===== config.mk =====
export PLATFORM = sky130hd
export DESIGN_NAME = wra_ctrl
export DESIGN_NICKNAME = d
export VERILOG_FILES = /design/src/hdl/wra_pkg.sv /design/src/hdl/wra_ctrl.sv
export SDC_FILE = /design/constraint.sdc
export NUM_CORES = 1
export LEC_CHECK = 0
export ABC_AREA = 0
export BUFFER_PORTS_ARGS = -buffer_cell sky130_fd_sc_hd__buf_2
export CAP_MARGIN = 20
export CELL_PAD_IN_SITES_DETAIL_PLACEMENT = 1
export CELL_PAD_IN_SITES_GLOBAL_PLACEMENT = 2
export CORE_MARGIN = 10
export CORE_UTILIZATION = 22
export DETAILED_ROUTE_END_ITERATION = 8
export PLACE_DENSITY_LB_ADDON = 0.3
export SYNTH_ARGS = -nofsm -noshare
export SYNTH_HDL_FRONTEND = slang
export SYNTH_SLANG_ARGS = --single-unit
export TNS_END_PERCENT = 100

===== constraint.sdc =====
create_clock -name clock -period 1.7 [get_ports clock]
set_clock_uncertainty 0.1 [all_clocks]
set_input_delay 0 -clock clock [delete_from_list [all_inputs] [get_ports clock]]
set_output_delay 0 -clock clock [all_outputs]
set_load 0.1 [all_outputs]

===== src/hdl/wra_pkg.sv =====
package wra_pkg;

   localparam int FRAC_BITS   = 16;
   localparam int COUNT_WIDTH = 32;
   localparam int DIV_STEPS   = 64;
   localparam int DIV_CNT_W   = $clog2(DIV_STEPS + 1);

   localparam logic [COUNT_WIDTH-1:0] COUNT_MAX = {COUNT_WIDTH{1'b1}};
   localparam logic signed [63:0] MAX_S64 = 64'sh7FFF_FFFF_FFFF_FFFF;
   localparam logic signed [63:0] MIN_S64 = 64'sh8000_0000_0000_0000;
   localparam logic signed [63:0] FIX_LIM   = MAX_S64 >>> FRAC_BITS;
   localparam logic signed [63:0] FIX_LIM_N = -FIX_LIM - 64'sd1;
   localparam logic [63:0] FRAC_MASK = (64'd1 << FRAC_BITS) - 64'd1;

   localparam logic [1:0] KIND_INT  = 2'd0;
   localparam logic [1:0] KIND_FIX  = 2'd1;
   localparam logic [1:0] KIND_BOOL = 2'd2;
   localparam logic [1:0] KIND_ALT  = 2'd3;

   localparam logic OP_SAMPLE = 1'b0;
   localparam logic OP_FLUSH  = 1'b1;

   localparam logic [1:0] CSR_WINDOW_INTERVAL  = 2'd0;
   localparam logic [1:0] CSR_AGGREGATE_METHOD = 2'd1;

   typedef enum logic [2:0] {
      METH_NONE  = 3'd0,
      METH_MIN   = 3'd1,
      METH_MAX   = 3'd2,
      METH_AVG   = 3'd3,
      METH_LAST  = 3'd4,
      METH_COUNT = 3'd5,
      METH_SUM   = 3'd6,
      METH_SUM7  = 3'd7
   } method_type;

   typedef enum logic [3:0] {
      ST_IDLE,
      ST_DECODE,
      ST_AVG_DIV,
      ST_EMIT,
      ST_MOD_DIV,
      ST_REOPEN,
      ST_SEED,
      ST_ACC,
      ST_PASS
   } state_type;

   typedef struct packed {
      logic               opcode;
      logic [63:0]        sample_time;
      logic [1:0]         value_kind;
      logic signed [63:0] sample_value;
   } req_type;

   typedef struct packed {
      logic [63:0]        out_timestamp;
      logic [1:0]         result_kind;
      logic signed [63:0] result_value;
      logic               saturated;
   } rsp_type;

   typedef struct packed {
      logic load;
      logic clear_win;
      logic open_win;
      logic open_from_rem;
      logic div_start;
      logic div_mod;
      logic seed;
      logic acc;
      logic emit_load;
      logic pass_load;
   } cmd_type;

   typedef struct packed {
      logic interval_zero;
      logic op_flush;
      logic win_open;
      logic has_samples;
      logic t_old;
      logic t_in_win;
      logic avg_div;
      logic div_busy;
      logic out_free;
   } sts_type;

   typedef struct packed {
      logic               sat;
      logic signed [63:0] val;
   } sat_res_type;

   function automatic sat_res_type sat_add(input logic signed [63:0] a,
                                           input logic signed [63:0] b);
      sat_res_type r;
      logic signed [63:0] s;
      s = a + b;
      r.sat = 1'b0;
      r.val = s;
      if (a[63] == b[63] && s[63] != a[63]) begin
         r.sat = 1'b1;
         r.val = b[63] ? MIN_S64 : MAX_S64;
      end
      return r;
   endfunction

   function automatic sat_res_type to_fix(input logic signed [63:0] v);
      sat_res_type r;
      r.sat = 1'b0;
      r.val = v <<< FRAC_BITS;
      if (v > FIX_LIM) begin
         r.sat = 1'b1;
         r.val = MAX_S64;
      end else if (v < FIX_LIM_N) begin
         r.sat = 1'b1;
         r.val = MIN_S64;
      end
      return r;
   endfunction

endpackage


===== src/hdl/wra_ctrl.sv =====
module wra_ctrl (
   input  logic             clock,
   input  logic             reset,
   input  logic             req_valid,
   output logic             req_stall,
   input  wra_pkg::sts_type sts,
   output wra_pkg::cmd_type cmd
);
   import wra_pkg::*;

   state_type state_ff, state_in;

   always_ff @(posedge clock) begin
      if (reset) begin
         state_ff <= ST_IDLE;
      end else begin
         state_ff <= state_in;
      end
   end

   always_comb begin
      state_in  = state_ff;
      cmd       = '0;
      req_stall = (state_ff != ST_IDLE);
      unique case (state_ff)
         ST_IDLE: begin
            if (req_valid) begin
               cmd.load = 1'b1;
               state_in = ST_DECODE;
            end
         end
         ST_DECODE: begin
            if (sts.interval_zero) begin
               if (sts.op_flush) begin
                  cmd.clear_win = 1'b1;
                  state_in      = ST_IDLE;
               end else begin
                  state_in = ST_PASS;
               end
            end else if (sts.op_flush) begin
               if (sts.win_open && sts.has_samples) begin
                  if (sts.avg_div) begin
                     cmd.div_start = 1'b1;
                     state_in      = ST_AVG_DIV;
                  end else begin
                     state_in = ST_EMIT;
                  end
               end else begin
                  cmd.clear_win = 1'b1;
                  state_in      = ST_IDLE;
               end
            end else if (!sts.win_open) begin
               cmd.clear_win = 1'b1;
               cmd.open_win  = 1'b1;
               state_in      = ST_SEED;
            end else if (sts.t_old) begin
               state_in = ST_IDLE;
            end else if (sts.t_in_win) begin
               state_in = ST_SEED;
            end else if (sts.has_samples) begin
               if (sts.avg_div) begin
                  cmd.div_start = 1'b1;
                  state_in      = ST_AVG_DIV;
               end else begin
                  state_in = ST_EMIT;
               end
            end else begin
               cmd.div_start = 1'b1;
               cmd.div_mod   = 1'b1;
               state_in      = ST_MOD_DIV;
            end
         end
         ST_AVG_DIV: begin
            if (!sts.div_busy) begin
               state_in = ST_EMIT;
            end
         end
         ST_EMIT: begin
            if (sts.out_free) begin
               cmd.emit_load = 1'b1;
               if (sts.op_flush) begin
                  cmd.clear_win = 1'b1;
                  state_in      = ST_IDLE;
               end else begin
                  cmd.div_start = 1'b1;
                  cmd.div_mod   = 1'b1;
                  state_in      = ST_MOD_DIV;
               end
            end
         end
         ST_MOD_DIV: begin
            if (!sts.div_busy) begin
               state_in = ST_REOPEN;
            end
         end
         ST_REOPEN: begin
            cmd.clear_win     = 1'b1;
            cmd.open_win      = 1'b1;
            cmd.open_from_rem = 1'b1;
            state_in          = ST_SEED;
         end
         ST_SEED: begin
            cmd.seed = 1'b1;
            state_in = ST_ACC;
         end
         ST_ACC: begin
            cmd.acc  = 1'b1;
            state_in = ST_IDLE;
         end
         ST_PASS: begin
            if (sts.out_free) begin
               cmd.pass_load = 1'b1;
               state_in      = ST_IDLE;
            end
         end
         default: begin
            state_in = ST_IDLE;
         end
      endcase
   end

endmodule


# Word-level counts from Yosys, hierarchy flattened
# Cells that the tools add are included.
[word_totals]
n_memories = 0
latch_bits = 0
reg_bits = 4
input_bits = 12
word_cells = 65
romBits = 0
ramBits = 0
[op_classes]
n_div = 0
shift = 0
eq_ne = 13
n_lt_le_gt_ge = 0
n_bitwise = 0
n_mux = 47
mul = 0
reduce_logical = 4
addsub = 0
[op_table]
columns = ["cell", "count"]
rows = [
  ["two-way mux 4 bit", 13],
  ["case mux 4 bit (8 select lines)", 1],
  ["two-way mux 1 bit", 22],
  ["== test 4 x 3 -> 1 bit, second input constant", 4],
  ["two-way mux 2 bit", 7],
  ["!= test 2 bit, second input constant", 5],
  ["== test 4 x 2 -> 1 bit, second input constant", 2],
  ["AND reduction 5 bit", 1],
  ["== test 4 x 1 -> 1 bit, second input constant", 1],
  ["== test 4 bit, second input constant", 1],
  ["logical NOT 4 bit", 1],
  ["case mux 2 bit (2 select lines)", 1],
  ["nonzero test 4 bit", 1],
  ["two-way mux 3 bit", 1],
  ["case mux 1 bit (3 select lines)", 1],
  ["case mux 1 bit (2 select lines)", 1],
  ["logical AND 1 bit", 1],
]

# Logic depth before layout (Yosys ltp)
# Gate-level depths: netlist of run 1.
[logic_depth]
depth_word = 8
ltp_mapped = 6
depth_no_buf = 5

# Least setup slack after synthesis of run 1
# No wires, ideal clock.
[synth_path]
path_kind = "reg2out"
from = "register state_ff[1]"
to = "output port cmd[5] (netlist bit)"
t_arrival_ps = 3918
path_buffers = 1
path_stages_with_launch = 7
setup_slack_ps = -2318
cell_sequence = "dfxtp_1 > buf_6 > nand4bb_1 > nor2_1 > a31oi_1 > nor2_1 > a31o_2"
[synth_rtl]
columns = ["item", "line", "rtl"]
rows = [
  ["from (decl)", "wra_ctrl.sv:11", "state_type state_ff, state_in;"],
  ["from (signal assigned)", "wra_ctrl.sv:17", "state_ff <= state_in;"],
  ["to (decl)", "wra_ctrl.sv:7", "output wra_pkg::cmd_type cmd"],
]

==> run_summary.xml, run 1 <==
<?xml version="1.0" encoding="UTF-8"?>
<metrics>
  <group name="status">
    <metric name="run_status" unit="">complete, but fails checks</metric>
    <metric name="violations" unit="">negative setup slack</metric>
  </group>
  <group name="sta">
    <metric name="setup_viol" unit="">3</metric>
    <metric name="slew_viol_final" unit="">0</metric>
    <metric name="setup_ws_post_layout" unit="ns">-0.1090</metric>
    <metric name="achievable-frequency" unit="GHz">0.5528</metric>
    <metric name="hold_slack" unit="ns">0.03241</metric>
    <metric name="final_hold_viol_count" unit="">0</metric>
    <metric name="worst_slew_margin_rel" unit="%">67.61</metric>
    <metric name="timing.final.crit_share" unit="%">106.4</metric>
    <metric name="post-route-min-period" unit="ns">1.809</metric>
    <metric name="rsz0062_at_grt" unit="">yes</metric>
    <metric name="worst_slew_pin_slew" unit="ns">0.4892</metric>
  </group>
  <group name="power_and_ir_drop">
    <metric name="clock_group_share_of_total_power" unit="%">16.9</metric>
    <metric name="static-leakage-power" unit="nW">0.4345</metric>
    <metric name="seq_power_share" unit="%">15.7</metric>
    <metric name="irDropWorstVdd" unit="uV">533.3</metric>
    <metric name="total_power" unit="W">0.0007269</metric>
    <metric name="power.switching" unit="W">0.0003618</metric>
    <metric name="power.share.combinational" unit="%">67.4</metric>
    <metric name="switching_share" unit="%">49.78</metric>
    <metric name="power_density" unit="mW/mm^2">675.6</metric>
    <metric name="cell_internal_pwr" unit="W">0.0003651</metric>
  </group>
  <group name="yosys">
    <metric name="post_synth_instance_area" unit="sq um">500.5</metric>
    <metric name="postSynthAreaPerCell" unit="sq um">6.951</metric>
    <metric name="number_of_warnings_issued_by_yosys" unit="">0</metric>
    <metric name="synth-edff-count" unit="">0</metric>
    <metric name="synthFlopType" unit="">dfxtp_1</metric>
    <metric name="total_nets_after_synthesis" unit="">84</metric>
    <metric name="yosysTopAreaCellShare" unit="%">16.00</metric>
    <metric name="yosys.cell_count.top_type" unit="">nor2_1</metric>
    <metric name="synthArstFlopShare" unit="%">0</metric>
    <metric name="synth_top_area_cell" unit="">dfxtp_1</metric>
    <metric name="count_of_different_cell_masters_after_synthesis" unit="">30</metric>
    <metric name="post_synthesis_cell_count" unit="">72</metric>
    <metric name="synth.top_cells.by_area" unit="">dfxtp_1 16%, nor2_1 9.7%, a31o_2 5.2%, o32ai_1 5.2%, nand2_1 4.5%</metric>
    <metric name="synth-seq-cells" unit="">4</metric>
    <metric name="ys_seq_area_share" unit="%">16.00</metric>
    <metric name="post_synth_most_frequent_cells" unit="">13 x nor2_1, 6 x nand2_1, 5 x inv_1, 4 x dfxtp_1</metric>
  </group>
  <group name="drt">
    <metric name="wl_per_cell" unit="microns">18.00</metric>
    <metric name="final_antenna_net_count" unit="">0</metric>
    <metric name="first_pass_iters" unit="">4</metric>
    <metric name="num_vias" unit="">707</metric>
    <metric name="drtIter0Drc" unit="">24</metric>
    <metric name="vias_per_cell" unit="">5.199</metric>
    <metric name="drc" unit="">0</metric>
    <metric name="drt-total-wl" unit="microns">2448</metric>
  </group>
  <group name="clock_tree">
    <metric name="cts-root-to-sink-buffers" unit="">2</metric>
    <metric name="cts_inserted_buffers" unit="">3</metric>
    <metric name="clock-sinks" unit="">4</metric>
    <metric name="clock_latency" unit="ns">0.25</metric>
    <metric name="clkTransAtPathRegs" unit="ns">0.04</metric>
    <metric name="tritoncts" unit="">yes</metric>
    <metric name="clock-root-buffer" unit="">clkbuf_4</metric>
    <metric name="htree_num_levels" unit="">1</metric>
  </group>
  <group name="final_layout">
    <metric name="top_regs" unit="">state_ff x4</metric>
    <metric name="postLayoutCellArea" unit="sq mm">0.001076</metric>
    <metric name="post_route_cells_drive_above_1_share" unit="%">57.41</metric>
    <metric name="syn_to_final_growth" unit="%">115.0</metric>
    <metric name="utilization" unit="%">49.11</metric>
    <metric name="stdcell_count" unit="">136</metric>
    <metric name="largest_reg_flops" unit="">4</metric>
    <metric name="layout.nets" unit="">122</metric>
    <metric name="registers.top_by_ff_count" unit="">state_ff</metric>
    <metric name="ant_cells" unit="">0</metric>
  </group>
  <group name="place">
    <metric name="detailedPlacementHpwl" unit="microns">1881</metric>
    <metric name="port_buffers" unit="">22</metric>
    <metric name="placed_cell_area" unit="sq um">940.9</metric>
    <metric name="place_congestion" unit="">0.8701</metric>
    <metric name="post-place-cells" unit="">126</metric>
  </group>
  <group name="global_routing">
    <metric name="grt_antenna_before_repair" unit="">0</metric>
    <metric name="grt_first_pass_wirelength" unit="microns">3905</metric>
    <metric name="grt_max_degree" unit="">11</metric>
    <metric name="grt-ovfl-total" unit="">0</metric>
    <metric name="gr-usage-all-layers" unit="%">11.10</metric>
    <metric name="grt_pass1_vias" unit="">778</metric>
  </group>
  <group name="floorplanning">
    <metric name="core_region_area" unit="sq mm">0.002191</metric>
    <metric name="std_cell_rows" unit="">17</metric>
    <metric name="chipWidth" unit="microns">67.70</metric>
    <metric name="io_pins" unit="">23</metric>
    <metric name="initial_core_util" unit="%">22.84</metric>
    <metric name="design.die.area" unit="sq mm">0.004583</metric>
    <metric name="die_y" unit="microns">67.70</metric>
  </group>
  <group name="min_path">
    <metric name="worst_hold_path_type" unit="">input port to flop</metric>
  </group>
  <group name="worst_setup_path">
    <metric name="criticalPathCategory" unit="">flop to output pin</metric>
    <metric name="startpoint_kind_of_the_worst_setup_timing_path" unit="">flop</metric>
    <metric name="worstPathRequired" unit="ns">1.60</metric>
    <metric name="end_kind" unit="">output pin</metric>
    <metric name="crit_fanout" unit="">4</metric>
    <metric name="cp_data_arrival_time" unit="ns">1.71</metric>
  </group>
  <group name="run">
    <metric name="drv.max_cap_violation_count" unit="">0</metric>
  </group>
</metrics>
[metrics by stage]
step           setup TNS (ns)  setup WS, ns
2_1_floorplan         -0.8905       -0.4898
3_3_place_gp                0        0.1224
3_5_place_dp                0       0.09038
4_1_cts               -0.2612       -0.1022
5_1_grt               -0.4566       -0.1537
6_report              -0.2630       -0.1090
[per-layer routing]
layer	vias up	GRT usage, %	share of wire, %
met1	331	12.01	40
met2	27	19.48	51
met3	4	2.975	7.7
met4	0	5.385	1.8
met5	-	0	0
li1	345	-	-
[cells in the final DEF (no fill, tap or decap), types with 2 or more instances in the layout]
cell type / n
nor2_1: 7
buf_12: 10
nand2b_4: 2
clkbuf_4: 3
nand3_1: 2
buf_2: 12
nor2_4: 3
dfxtp_4: 2
dlygate4sd3_1: 2
o32ai_1: 2
dfxtp_2: 2
nand2_1: 6
a21oi_1: 3
nor3_1: 3
nor2_2: 3
and3_1: 2
mux2i_1: 2
a31o_4: 2
inv_1: 5
a31oi_1: 2
buf_6: 4
o22ai_1: 2
buf_4: 10
[final timing paths]
check,start,endpoint,slack [ns],cells past startpoint
max reg2reg,state_ff[1]$_SDFFE_PP0P_,state_ff[1]$_SDFFE_PP0P_,0.04,6
max,state_ff[1]$_SDFFE_PP0P_,cmd[7],-0.11,4
min,sts[2],state_ff[0]$_SDFFE_PP0P_,0.03,4
min reg2reg,state_ff[2]$_SDFFE_PP0P_,state_ff[0]$_SDFFE_PP0P_,0.56,2
[power by group through the flow]
stage	Clock, W	Combinational, W	Sequential (W)
2_1_floorplan	0	0.000312	0.000113
3_3_place_gp	0	0.000441	0.000115
3_5_place_dp	0	0.000448	0.000115
4_1_cts	0.000129	0.000465	0.000114
5_1_grt	0.000136	0.000520	0.000115
6_report	0.000123	0.000490	0.000114
[worst max-delay path, stage by stage, from the launching register on]
cell      delay (ns)
dfxtp_2         0.32
nand2b_4        0.14
or4_4           0.47
o32ai_4         0.31
buf_12          0.21
[area by class of cell]
type	instances	area, sq um
clock buffer	3	22.52
fill	262	1115
tap	28	35.03
timing repair buffer	38	400.4
multi-input combinational	58	509.2
sequential	4	90.09
inverter	5	18.77
[cells by family (layout without fill, tap and decap cells)]
group / after synthesis / count (layout) / synth area share [%]
simple gates: 33 / 33 / 34.75
compound gates: 22 / 22 / 33.25
buf+inv: 10 / 46 / 10.25
flops: 4 / 4 / 16.00
mux: 2 / 2 / 4.000
xor+xnor: 1 / 1 / 1.750
[what timing repair did]
action,CTS,global route
endpoints found under the hold margin,4,0
hold buffers,2,0
buffers inserted,1,4
endpoints found under the setup margin,4,6
pin swaps,1,2
resized for setup,5,10
cloned,0,0
No activity file was read; power rests on OpenSTA's default activity.
==> run 2, diff against run 1 <==
Settings changed: PLACE_DENSITY set to 0.81, PLACE_DENSITY_LB_ADDON 0.3 to unset.
==> run_summary.xml, run 2 (synthesis results as in run 1) <==
<?xml version="1.0" encoding="UTF-8"?>
<metrics>
  <group name="final_layout">
    <metric name="syn_to_final_growth" unit="%">111.8</metric>
    <metric name="registers.top_by_ff_count" unit="">state_ff</metric>
    <metric name="layout.cells.most_common_list" unit="">11 x buf_2, 11 x buf_12, 10 x buf_4</metric>
    <metric name="largest_reg_flops" unit="">4</metric>
    <metric name="fill_cells" unit="">257</metric>
    <metric name="ant_cells" unit="">0</metric>
    <metric name="post_route_cells_drive_above_1_share" unit="%">55.66</metric>
    <metric name="top_regs" unit="">state_ff x4</metric>
    <metric name="layout.nets" unit="">120</metric>
  </group>
  <group name="floorplanning">
    <metric name="std_cell_rows" unit="">17</metric>
    <metric name="io_pins" unit="">23</metric>
    <metric name="chipWidth" unit="microns">67.70</metric>
    <metric name="die_y" unit="microns">67.70</metric>
    <metric name="initial_core_util" unit="%">22.84</metric>
    <metric name="core_region_area" unit="sq mm">0.002191</metric>
    <metric name="design.die.area" unit="sq mm">0.004583</metric>
  </group>
  <group name="global_routing">
    <metric name="gr-usage-all-layers" unit="%">9.877</metric>
    <metric name="grt_first_pass_wirelength" unit="microns">3608</metric>
    <metric name="grt_pass1_vias" unit="">748</metric>
    <metric name="grt_antenna_before_repair" unit="">0</metric>
    <metric name="grt-ovfl-total" unit="">0</metric>
    <metric name="grt_max_degree" unit="">11</metric>
  </group>
  <group name="worst_setup_path">
    <metric name="end_kind" unit="">output pin</metric>
    <metric name="criticalPathCategory" unit="">flop to output pin</metric>
    <metric name="path_delay_family" unit="">buffers and inverters</metric>
    <metric name="delay_of_the_slowest_cell_on_the_worst_path" unit="ns">0.35</metric>
    <metric name="timing.critical_path.buf_inv" unit="">3</metric>
    <metric name="critPathSlowestCell" unit="">dfxtp_4</metric>
    <metric name="cp_data_arrival_time" unit="ns">1.70</metric>
    <metric name="crit_fanout" unit="">5</metric>
    <metric name="cp_common_cell" unit="">buf_4</metric>
    <metric name="path_cells" unit="">buf_4 -&gt; nor4_4 -&gt; buf_4 -&gt; a31oi_4 -&gt; nor2_4 -&gt; a31o_4 -&gt; buf_12</metric>
    <metric name="worstPathRequired" unit="ns">1.60</metric>
    <metric name="startpoint_kind_of_the_worst_setup_timing_path" unit="">flop</metric>
  </group>
  <group name="sta">
    <metric name="post-route-min-period" unit="ns">1.803</metric>
    <metric name="final_hold_viol_count" unit="">0</metric>
    <metric name="worst_slew_pin_slew" unit="ns">0.3278</metric>
    <metric name="rsz0062_at_grt" unit="">yes</metric>
    <metric name="setup_ws_post_layout" unit="ns">-0.1032</metric>
    <metric name="slew_viol_final" unit="">0</metric>
    <metric name="achievable-frequency" unit="GHz">0.5546</metric>
    <metric name="timing.final.crit_share" unit="%">106.1</metric>
    <metric name="setup_viol" unit="">4</metric>
    <metric name="worst_slew_margin_rel" unit="%">78.00</metric>
    <metric name="hold_slack" unit="ns">0.04485</metric>
  </group>
  <group name="clock_tree">
    <metric name="clkTransAtPathRegs" unit="ns">0.04</metric>
    <metric name="cts-root-to-sink-buffers" unit="">2</metric>
    <metric name="clock-root-buffer" unit="">clkbuf_4</metric>
    <metric name="cts_inserted_buffers" unit="">3</metric>
    <metric name="clock_latency" unit="ns">0.24</metric>
    <metric name="htree_num_levels" unit="">1</metric>
    <metric name="tritoncts" unit="">yes</metric>
    <metric name="clock-sinks" unit="">4</metric>
  </group>
  <group name="place">
    <metric name="port_buffers" unit="">22</metric>
    <metric name="detailedPlacementHpwl" unit="microns">1748</metric>
    <metric name="place_congestion" unit="">0.8322</metric>
  </group>
  <group name="power_and_ir_drop">
    <metric name="power.switching" unit="W">0.0003514</metric>
    <metric name="clock_group_share_of_total_power" unit="%">16.1</metric>
    <metric name="switching_share" unit="%">48.02</metric>
    <metric name="power.share.combinational" unit="%">67.9</metric>
    <metric name="power_density" unit="mW/mm^2">690.4</metric>
    <metric name="seq_power_share" unit="%">16.0</metric>
    <metric name="total_power" unit="W">0.0007317</metric>
    <metric name="irDropWorstVdd" unit="uV">501.8</metric>
    <metric name="cell_internal_pwr" unit="W">0.0003803</metric>
    <metric name="static-leakage-power" unit="nW">0.4240</metric>
  </group>
  <group name="drt">
    <metric name="drt-total-wl" unit="microns">2217</metric>
    <metric name="final_antenna_net_count" unit="">0</metric>
    <metric name="num_vias" unit="">692</metric>
    <metric name="drtIter0Drc" unit="">46</metric>
    <metric name="drc" unit="">0</metric>
    <metric name="wl_per_cell" unit="microns">16.54</metric>
    <metric name="first_pass_iters" unit="">3</metric>
    <metric name="vias_per_cell" unit="">5.164</metric>
  </group>
  <group name="min_path">
    <metric name="worst_hold_path_type" unit="">input port to flop</metric>
  </group>
  <group name="status">
    <metric name="run_status" unit="">complete, but fails checks</metric>
    <metric name="violations" unit="">negative setup slack</metric>
  </group>
  <group name="run">
    <metric name="drv.max_cap_violation_count" unit="">0</metric>
  </group>
</metrics>
run 2: cell types whose count changed in the layout (fill, tap and decap cells not counted):
cell	previous run	this run
buf_2	12	11
dfxtp_4	2	1
buf_12	10	11
buf_6	4	2
a311oi_2	1	0
dfxtp_2	2	3
a311oi_1	0	1
run 2: path summary, 6_finish.rpt:
kind	start	end	slack, ns	cells after the start
min reg2reg	state_ff[3]$_SDFFE_PP0P_	state_ff[3]$_SDFFE_PP0P_	0.59	3
max	state_ff[3]$_SDFFE_PP0P_	cmd[5]	-0.10	7
min	sts[2]	state_ff[0]$_SDFFE_PP0P_	0.04	4
max reg2reg	state_ff[3]$_SDFFE_PP0P_	state_ff[1]$_SDFFE_PP0P_	0.10	4
run 2: per-layer routing:
metal,up-vias,GRT usage (%),part of all wire (%)
met3,4,3.306,8.0
met4,0,1.538,1.6
li1,341,-,-
met2,28,17.84,48
met5,-,0,0
met1,319,11.09,42
run 2: layout make-up:
class | instances | area [sq um] | area share [%]
multi-input combinational | 58 | 503.0 | 47.46
timing repair buffer | 36 | 392.9 | 37.07
sequential | 4 | 87.58 | 8.264
tap | 28 | 35.03 | 3.306
clock buffer | 3 | 22.52 | 2.125
inverter | 5 | 18.77 | 1.771
run 2: what timing repair did:
| action | 4_1_cts | 5_1_grt |
|---|---|---|
| gates resized for setup | 5 | 6 |
| hold endpoints to repair | 4 | 0 |
| endpoints found under the setup margin | 4 | 6 |
| hold buffers | 2 | 0 |
| pin swaps | 2 | 2 |
| setup buffers | 3 | 1 |
run 2: power groups by stage:
| stage | Sequential, W | Clock, W | Combinational [W] |
|---|---|---|---|
| floorplan | 0.000113 | 0 | 0.000312 |
| global placement | 0.000116 | 0 | 0.000456 |
| detailed placement | 0.000116 | 0 | 0.000462 |
| CTS | 0.000114 | 0.000122 | 0.000491 |
| global route | 0.000118 | 0.000131 | 0.000530 |
| finish | 0.000117 | 0.000118 | 0.000497 |
run 2: stage by stage:
step	instance area, sq um	TNS, ns	setup slack [ns]	cells	util [%]
CTS	1032	-0.2482	-0.1101	133	47.12
global placement	948.4	0	0.08599	125	43.29
finish	1060	-0.3572	-0.1032	134	48.37
detailed placement	948.4	0	0.08248	125	43.29
floorplan	614.3	-0.8905	-0.4898	72	-
global route	1060	-0.6193	-0.1881	134	48.37
run 2: worst reg2reg max path: cells and delay by family (launching register included):
| family | cells | cell delay, ns |
|---|---|---|
| AO/OA/AOI/OAI | 2 | 0.37 |
| flip-flops | 1 | 0.35 |
| AND/OR/NAND/NOR | 2 | 0.66 |
==> run 3, diff against run 2 <==
Settings changed: ABC_AREA 0 to 1, BUFFER_PORTS_ARGS -buffer_cell sky130_fd_sc_hd__buf_2 to unset, CORE_UTILIZATION 22 to 26, DONT_BUFFER_PORTS set to 1, PLACE_DENSITY 0.81 to 0.8.
==> run_summary.xml, run 3 <==
<?xml version="1.0" encoding="UTF-8"?>
<metrics>
  <group name="drt">
    <metric name="drtIter0Drc" unit="">15</metric>
    <metric name="vias_per_cell" unit="">4.836</metric>
    <metric name="final_antenna_net_count" unit="">0</metric>
    <metric name="drt-total-wl" unit="microns">2185</metric>
    <metric name="wl_per_cell" unit="microns">14.38</metric>
    <metric name="drc" unit="">0</metric>
    <metric name="first_pass_iters" unit="">4</metric>
    <metric name="num_vias" unit="">735</metric>
  </group>
  <group name="yosys">
    <metric name="number_of_warnings_issued_by_yosys" unit="">0</metric>
    <metric name="post_synth_most_frequent_cells" unit="">31 x nand2_1, 14 x nand3_1, 13 x inv_1, 11 x nor2_1</metric>
    <metric name="synth-edff-count" unit="">0</metric>
    <metric name="total_nets_after_synthesis" unit="">114</metric>
    <metric name="postSynthAreaPerCell" unit="sq um">5.103</metric>
    <metric name="post_synth_instance_area" unit="sq um">520.5</metric>
    <metric name="yosysTopAreaCellShare" unit="%">22.36</metric>
    <metric name="synth.top_cells.by_area" unit="">nand2_1 22%, dfxtp_1 15%, nand3_1 13%, inv_1 9.4%, nor2_1 7.9%</metric>
    <metric name="count_of_different_cell_masters_after_synthesis" unit="">17</metric>
    <metric name="synthArstFlopShare" unit="%">0</metric>
    <metric name="yosys.cell_count.top_type" unit="">nand2_1</metric>
    <metric name="ys_seq_area_share" unit="%">15.38</metric>
    <metric name="post_synthesis_cell_count" unit="">102</metric>
    <metric name="synth-seq-cells" unit="">4</metric>
    <metric name="synthFlopType" unit="">dfxtp_1</metric>
    <metric name="synth_top_area_cell" unit="">nand2_1</metric>
  </group>
  <group name="worst_setup_path">
    <metric name="cp_data_arrival_time" unit="ns">1.50</metric>
    <metric name="startpoint_kind_of_the_worst_setup_timing_path" unit="">flop</metric>
    <metric name="path_delay_family" unit="">simple AND/OR/NAND/NOR gates</metric>
    <metric name="end_kind" unit="">output pin</metric>
    <metric name="path_cells" unit="">nor2_4 -&gt; nand3_1 -&gt; nor2_2 -&gt; nand2_1 -&gt; a21oi_4 -&gt; buf_12</metric>
    <metric name="crit_fanout" unit="">6</metric>
    <metric name="delay_of_the_slowest_cell_on_the_worst_path" unit="ns">0.34</metric>
    <metric name="r2r-start" unit="">state_ff[0]$_SDFFE_PP0P_</metric>
    <metric name="worstPathRequired" unit="ns">1.60</metric>
    <metric name="regToRegSetupSlack" unit="ns">0.30</metric>
    <metric name="rr_worst_depth" unit="">7</metric>
    <metric name="timing.critical_path.buf_inv" unit="">1</metric>
    <metric name="worstReg2RegEnd" unit="">state_ff[2]$_SDFFE_PP0P_</metric>
    <metric name="critPathSlowestCell" unit="">dfxtp_2</metric>
    <metric name="criticalPathCategory" unit="">flop to output pin</metric>
  </group>
  <group name="power_and_ir_drop">
    <metric name="irDropWorstVdd" unit="uV">741.8</metric>
    <metric name="power_density" unit="mW/mm^2">763.8</metric>
    <metric name="static-leakage-power" unit="nW">0.4137</metric>
  </group>
  <group name="place">
    <metric name="place_congestion" unit="">0.7466</metric>
    <metric name="placed_cell_area" unit="sq um">787.0</metric>
    <metric name="port_buffers" unit="">0</metric>
    <metric name="detailedPlacementHpwl" unit="microns">1670</metric>
    <metric name="post-place-cells" unit="">140</metric>
  </group>
  <group name="final_layout">
    <metric name="postLayoutCellArea" unit="sq um">912.1</metric>
    <metric name="largest_reg_flops" unit="">4</metric>
    <metric name="ant_cells" unit="">0</metric>
    <metric name="stdcell_count" unit="">152</metric>
    <metric name="registers.top_by_ff_count" unit="">state_ff</metric>
    <metric name="top_regs" unit="">state_ff x4</metric>
    <metric name="syn_to_final_growth" unit="%">75.24</metric>
    <metric name="post_route_cells_drive_above_1_share" unit="%">40.80</metric>
    <metric name="layout.nets" unit="">139</metric>
    <metric name="layout.cells.most_common_list" unit="">27 x nand2_1, 12 x nand3_1, 11 x inv_1</metric>
    <metric name="commonest_non_fill_non_tap_cell_in_the_layout" unit="">nand2_1</metric>
  </group>
  <group name="global_routing">
    <metric name="grt_max_degree" unit="">11</metric>
    <metric name="grt_pass1_vias" unit="">766</metric>
    <metric name="grt_antenna_before_repair" unit="">0</metric>
    <metric name="grt_first_pass_wirelength" unit="microns">3505</metric>
    <metric name="grt-ovfl-total" unit="">0</metric>
    <metric name="gr-usage-all-layers" unit="%">10.48</metric>
  </group>
  <group name="sta">
    <metric name="slew_viol_final" unit="">0</metric>
    <metric name="setup_viol" unit="">0</metric>
    <metric name="worst_slew_pin_slew" unit="ns">0.2742</metric>
    <metric name="totalNegativeSetupSlack" unit="ns">0</metric>
    <metric name="timing.final.crit_share" unit="%">94.28</metric>
    <metric name="final_hold_viol_count" unit="">0</metric>
    <metric name="post-route-min-period" unit="ns">1.603</metric>
    <metric name="worst_slew_margin_rel" unit="%">81.70</metric>
    <metric name="rsz0062_at_grt" unit="">no</metric>
    <metric name="achievable-frequency" unit="GHz">0.6239</metric>
  </group>
  <group name="run">
    <metric name="drv.max_cap_violation_count" unit="">0</metric>
  </group>
  <group name="min_path">
    <metric name="min_delay_path_depth" unit="">5</metric>
    <metric name="holdCritStartpoint" unit="">sts[6]</metric>
    <metric name="worst_hold_path_type" unit="">input port to flop</metric>
    <metric name="timing.hold.worst_endpoint" unit="">state_ff[2]$_SDFFE_PP0P_</metric>
  </group>
  <group name="clock_tree">
    <metric name="htree_num_levels" unit="">1</metric>
    <metric name="clock-root-buffer" unit="">clkbuf_4</metric>
    <metric name="cts-root-to-sink-buffers" unit="">2</metric>
    <metric name="clock-sinks" unit="">4</metric>
    <metric name="clock_latency" unit="ns">0.25</metric>
    <metric name="clkTransAtPathRegs" unit="ns">0.04</metric>
    <metric name="tritoncts" unit="">yes</metric>
    <metric name="cts_inserted_buffers" unit="">3</metric>
  </group>
  <group name="floorplanning">
    <metric name="chipWidth" unit="microns">64.74</metric>
    <metric name="die_y" unit="microns">64.74</metric>
    <metric name="design.die.area" unit="sq mm">0.004191</metric>
    <metric name="initial_core_util" unit="%">26.80</metric>
    <metric name="core_region_area" unit="sq mm">0.001942</metric>
    <metric name="std_cell_rows" unit="">16</metric>
    <metric name="io_pins" unit="">23</metric>
  </group>
  <group name="status">
    <metric name="run_status" unit="">finished clean</metric>
  </group>
</metrics>
run 3: cells by family (layout without fill, tap and decap cells):
group                  after synthesis  count (layout)  share of synthesized area, %
flip-flops                           4               4                         15.39
AO/OA/AOI/OAI                       13              13                         13.46
buffers and inverters               17              40                         12.26
AND/OR/NAND/NOR                     68              68                         58.90
run 3: timing repair:
item,4_1_cts,5_1_grt
pin swaps,0,4
hold buffers,5,0
hold endpoints to repair,4,0
gates resized for setup,2,4
endpoints found under the setup margin,3,3
buffers inserted,0,4
run 3: worst max-delay path by stage:
stage / startpoint / end / slack, ns / depth (start not counted)
6_report: state_ff[3]$_SDFFE_PP0P_ / cmd[5] / 0.1 / 6
5_1_grt: state_ff[0]$_SDFFE_PP0P_ / cmd[5] / 0.002 / 7
4_1_cts: state_ff[1]$_SDFFE_PP0P_ / cmd[7] / 0.01 / 6
3_5_place_dp: state_ff[1]$_SDFFE_PP0P_ / cmd[7] / 0.23 / 6
3_3_place_gp: state_ff[0]$_SDFFE_PP0P_ / cmd[5] / 0.27 / 7
2_1_floorplan: state_ff[0]$_SDFFE_PP0P_ / cmd[9] / -0.32 / 3
run 3: tightest hold or removal path: cells and delay by family:
kind            cells  cell delay [ns]
compound gates      1             0.06
simple gates        4             0.24
run 3: routing by layer:
layer	track usage, %	routed length, microns	vias to the layer above
met5	0	0	-
met4	4.813	40	0
li1	-	-	371
met1	10.55	868	341
met2	18.84	1129	18
met3	3.780	146	5
run 3: metrics by stage:
| stage | setup WS [ns] | total power [W] | util [%] | hold slack (ns) |
|---|---|---|---|---|
| after detailed placement | 0.2308 | 0.0005311 | 40.53 | -0.03544 |
| after global placement | 0.2717 | 0.0005251 | 40.53 | -0.03599 |
| after floorplan | -0.3248 | 0.0004237 | - | -0.03835 |
| after CTS | 0.01381 | 0.0006731 | 44.65 | 0.004946 |
| after global routing | 0.002118 | 0.0007306 | 46.97 | 0.04551 |
| final | 0.09728 | 0.0006967 | 46.97 | 0.01022 |
run 3: final cells by class:
cell class	count	area, sq um
Fill cell	276	1030
Timing Repair Buffer	20	225.2
Tap cell	27	33.78
Multi-Input combinational cell	81	479.2
Sequential cell	4	87.58
Inverter	17	63.81
Clock buffer	3	22.52
run 3: power by group:
part	switching [W]	internal, W
clock network	0.0000489	0.0000796
registers	0.0000205	0.000107
logic	0.000305	0.000135
total	0.000374	0.000322
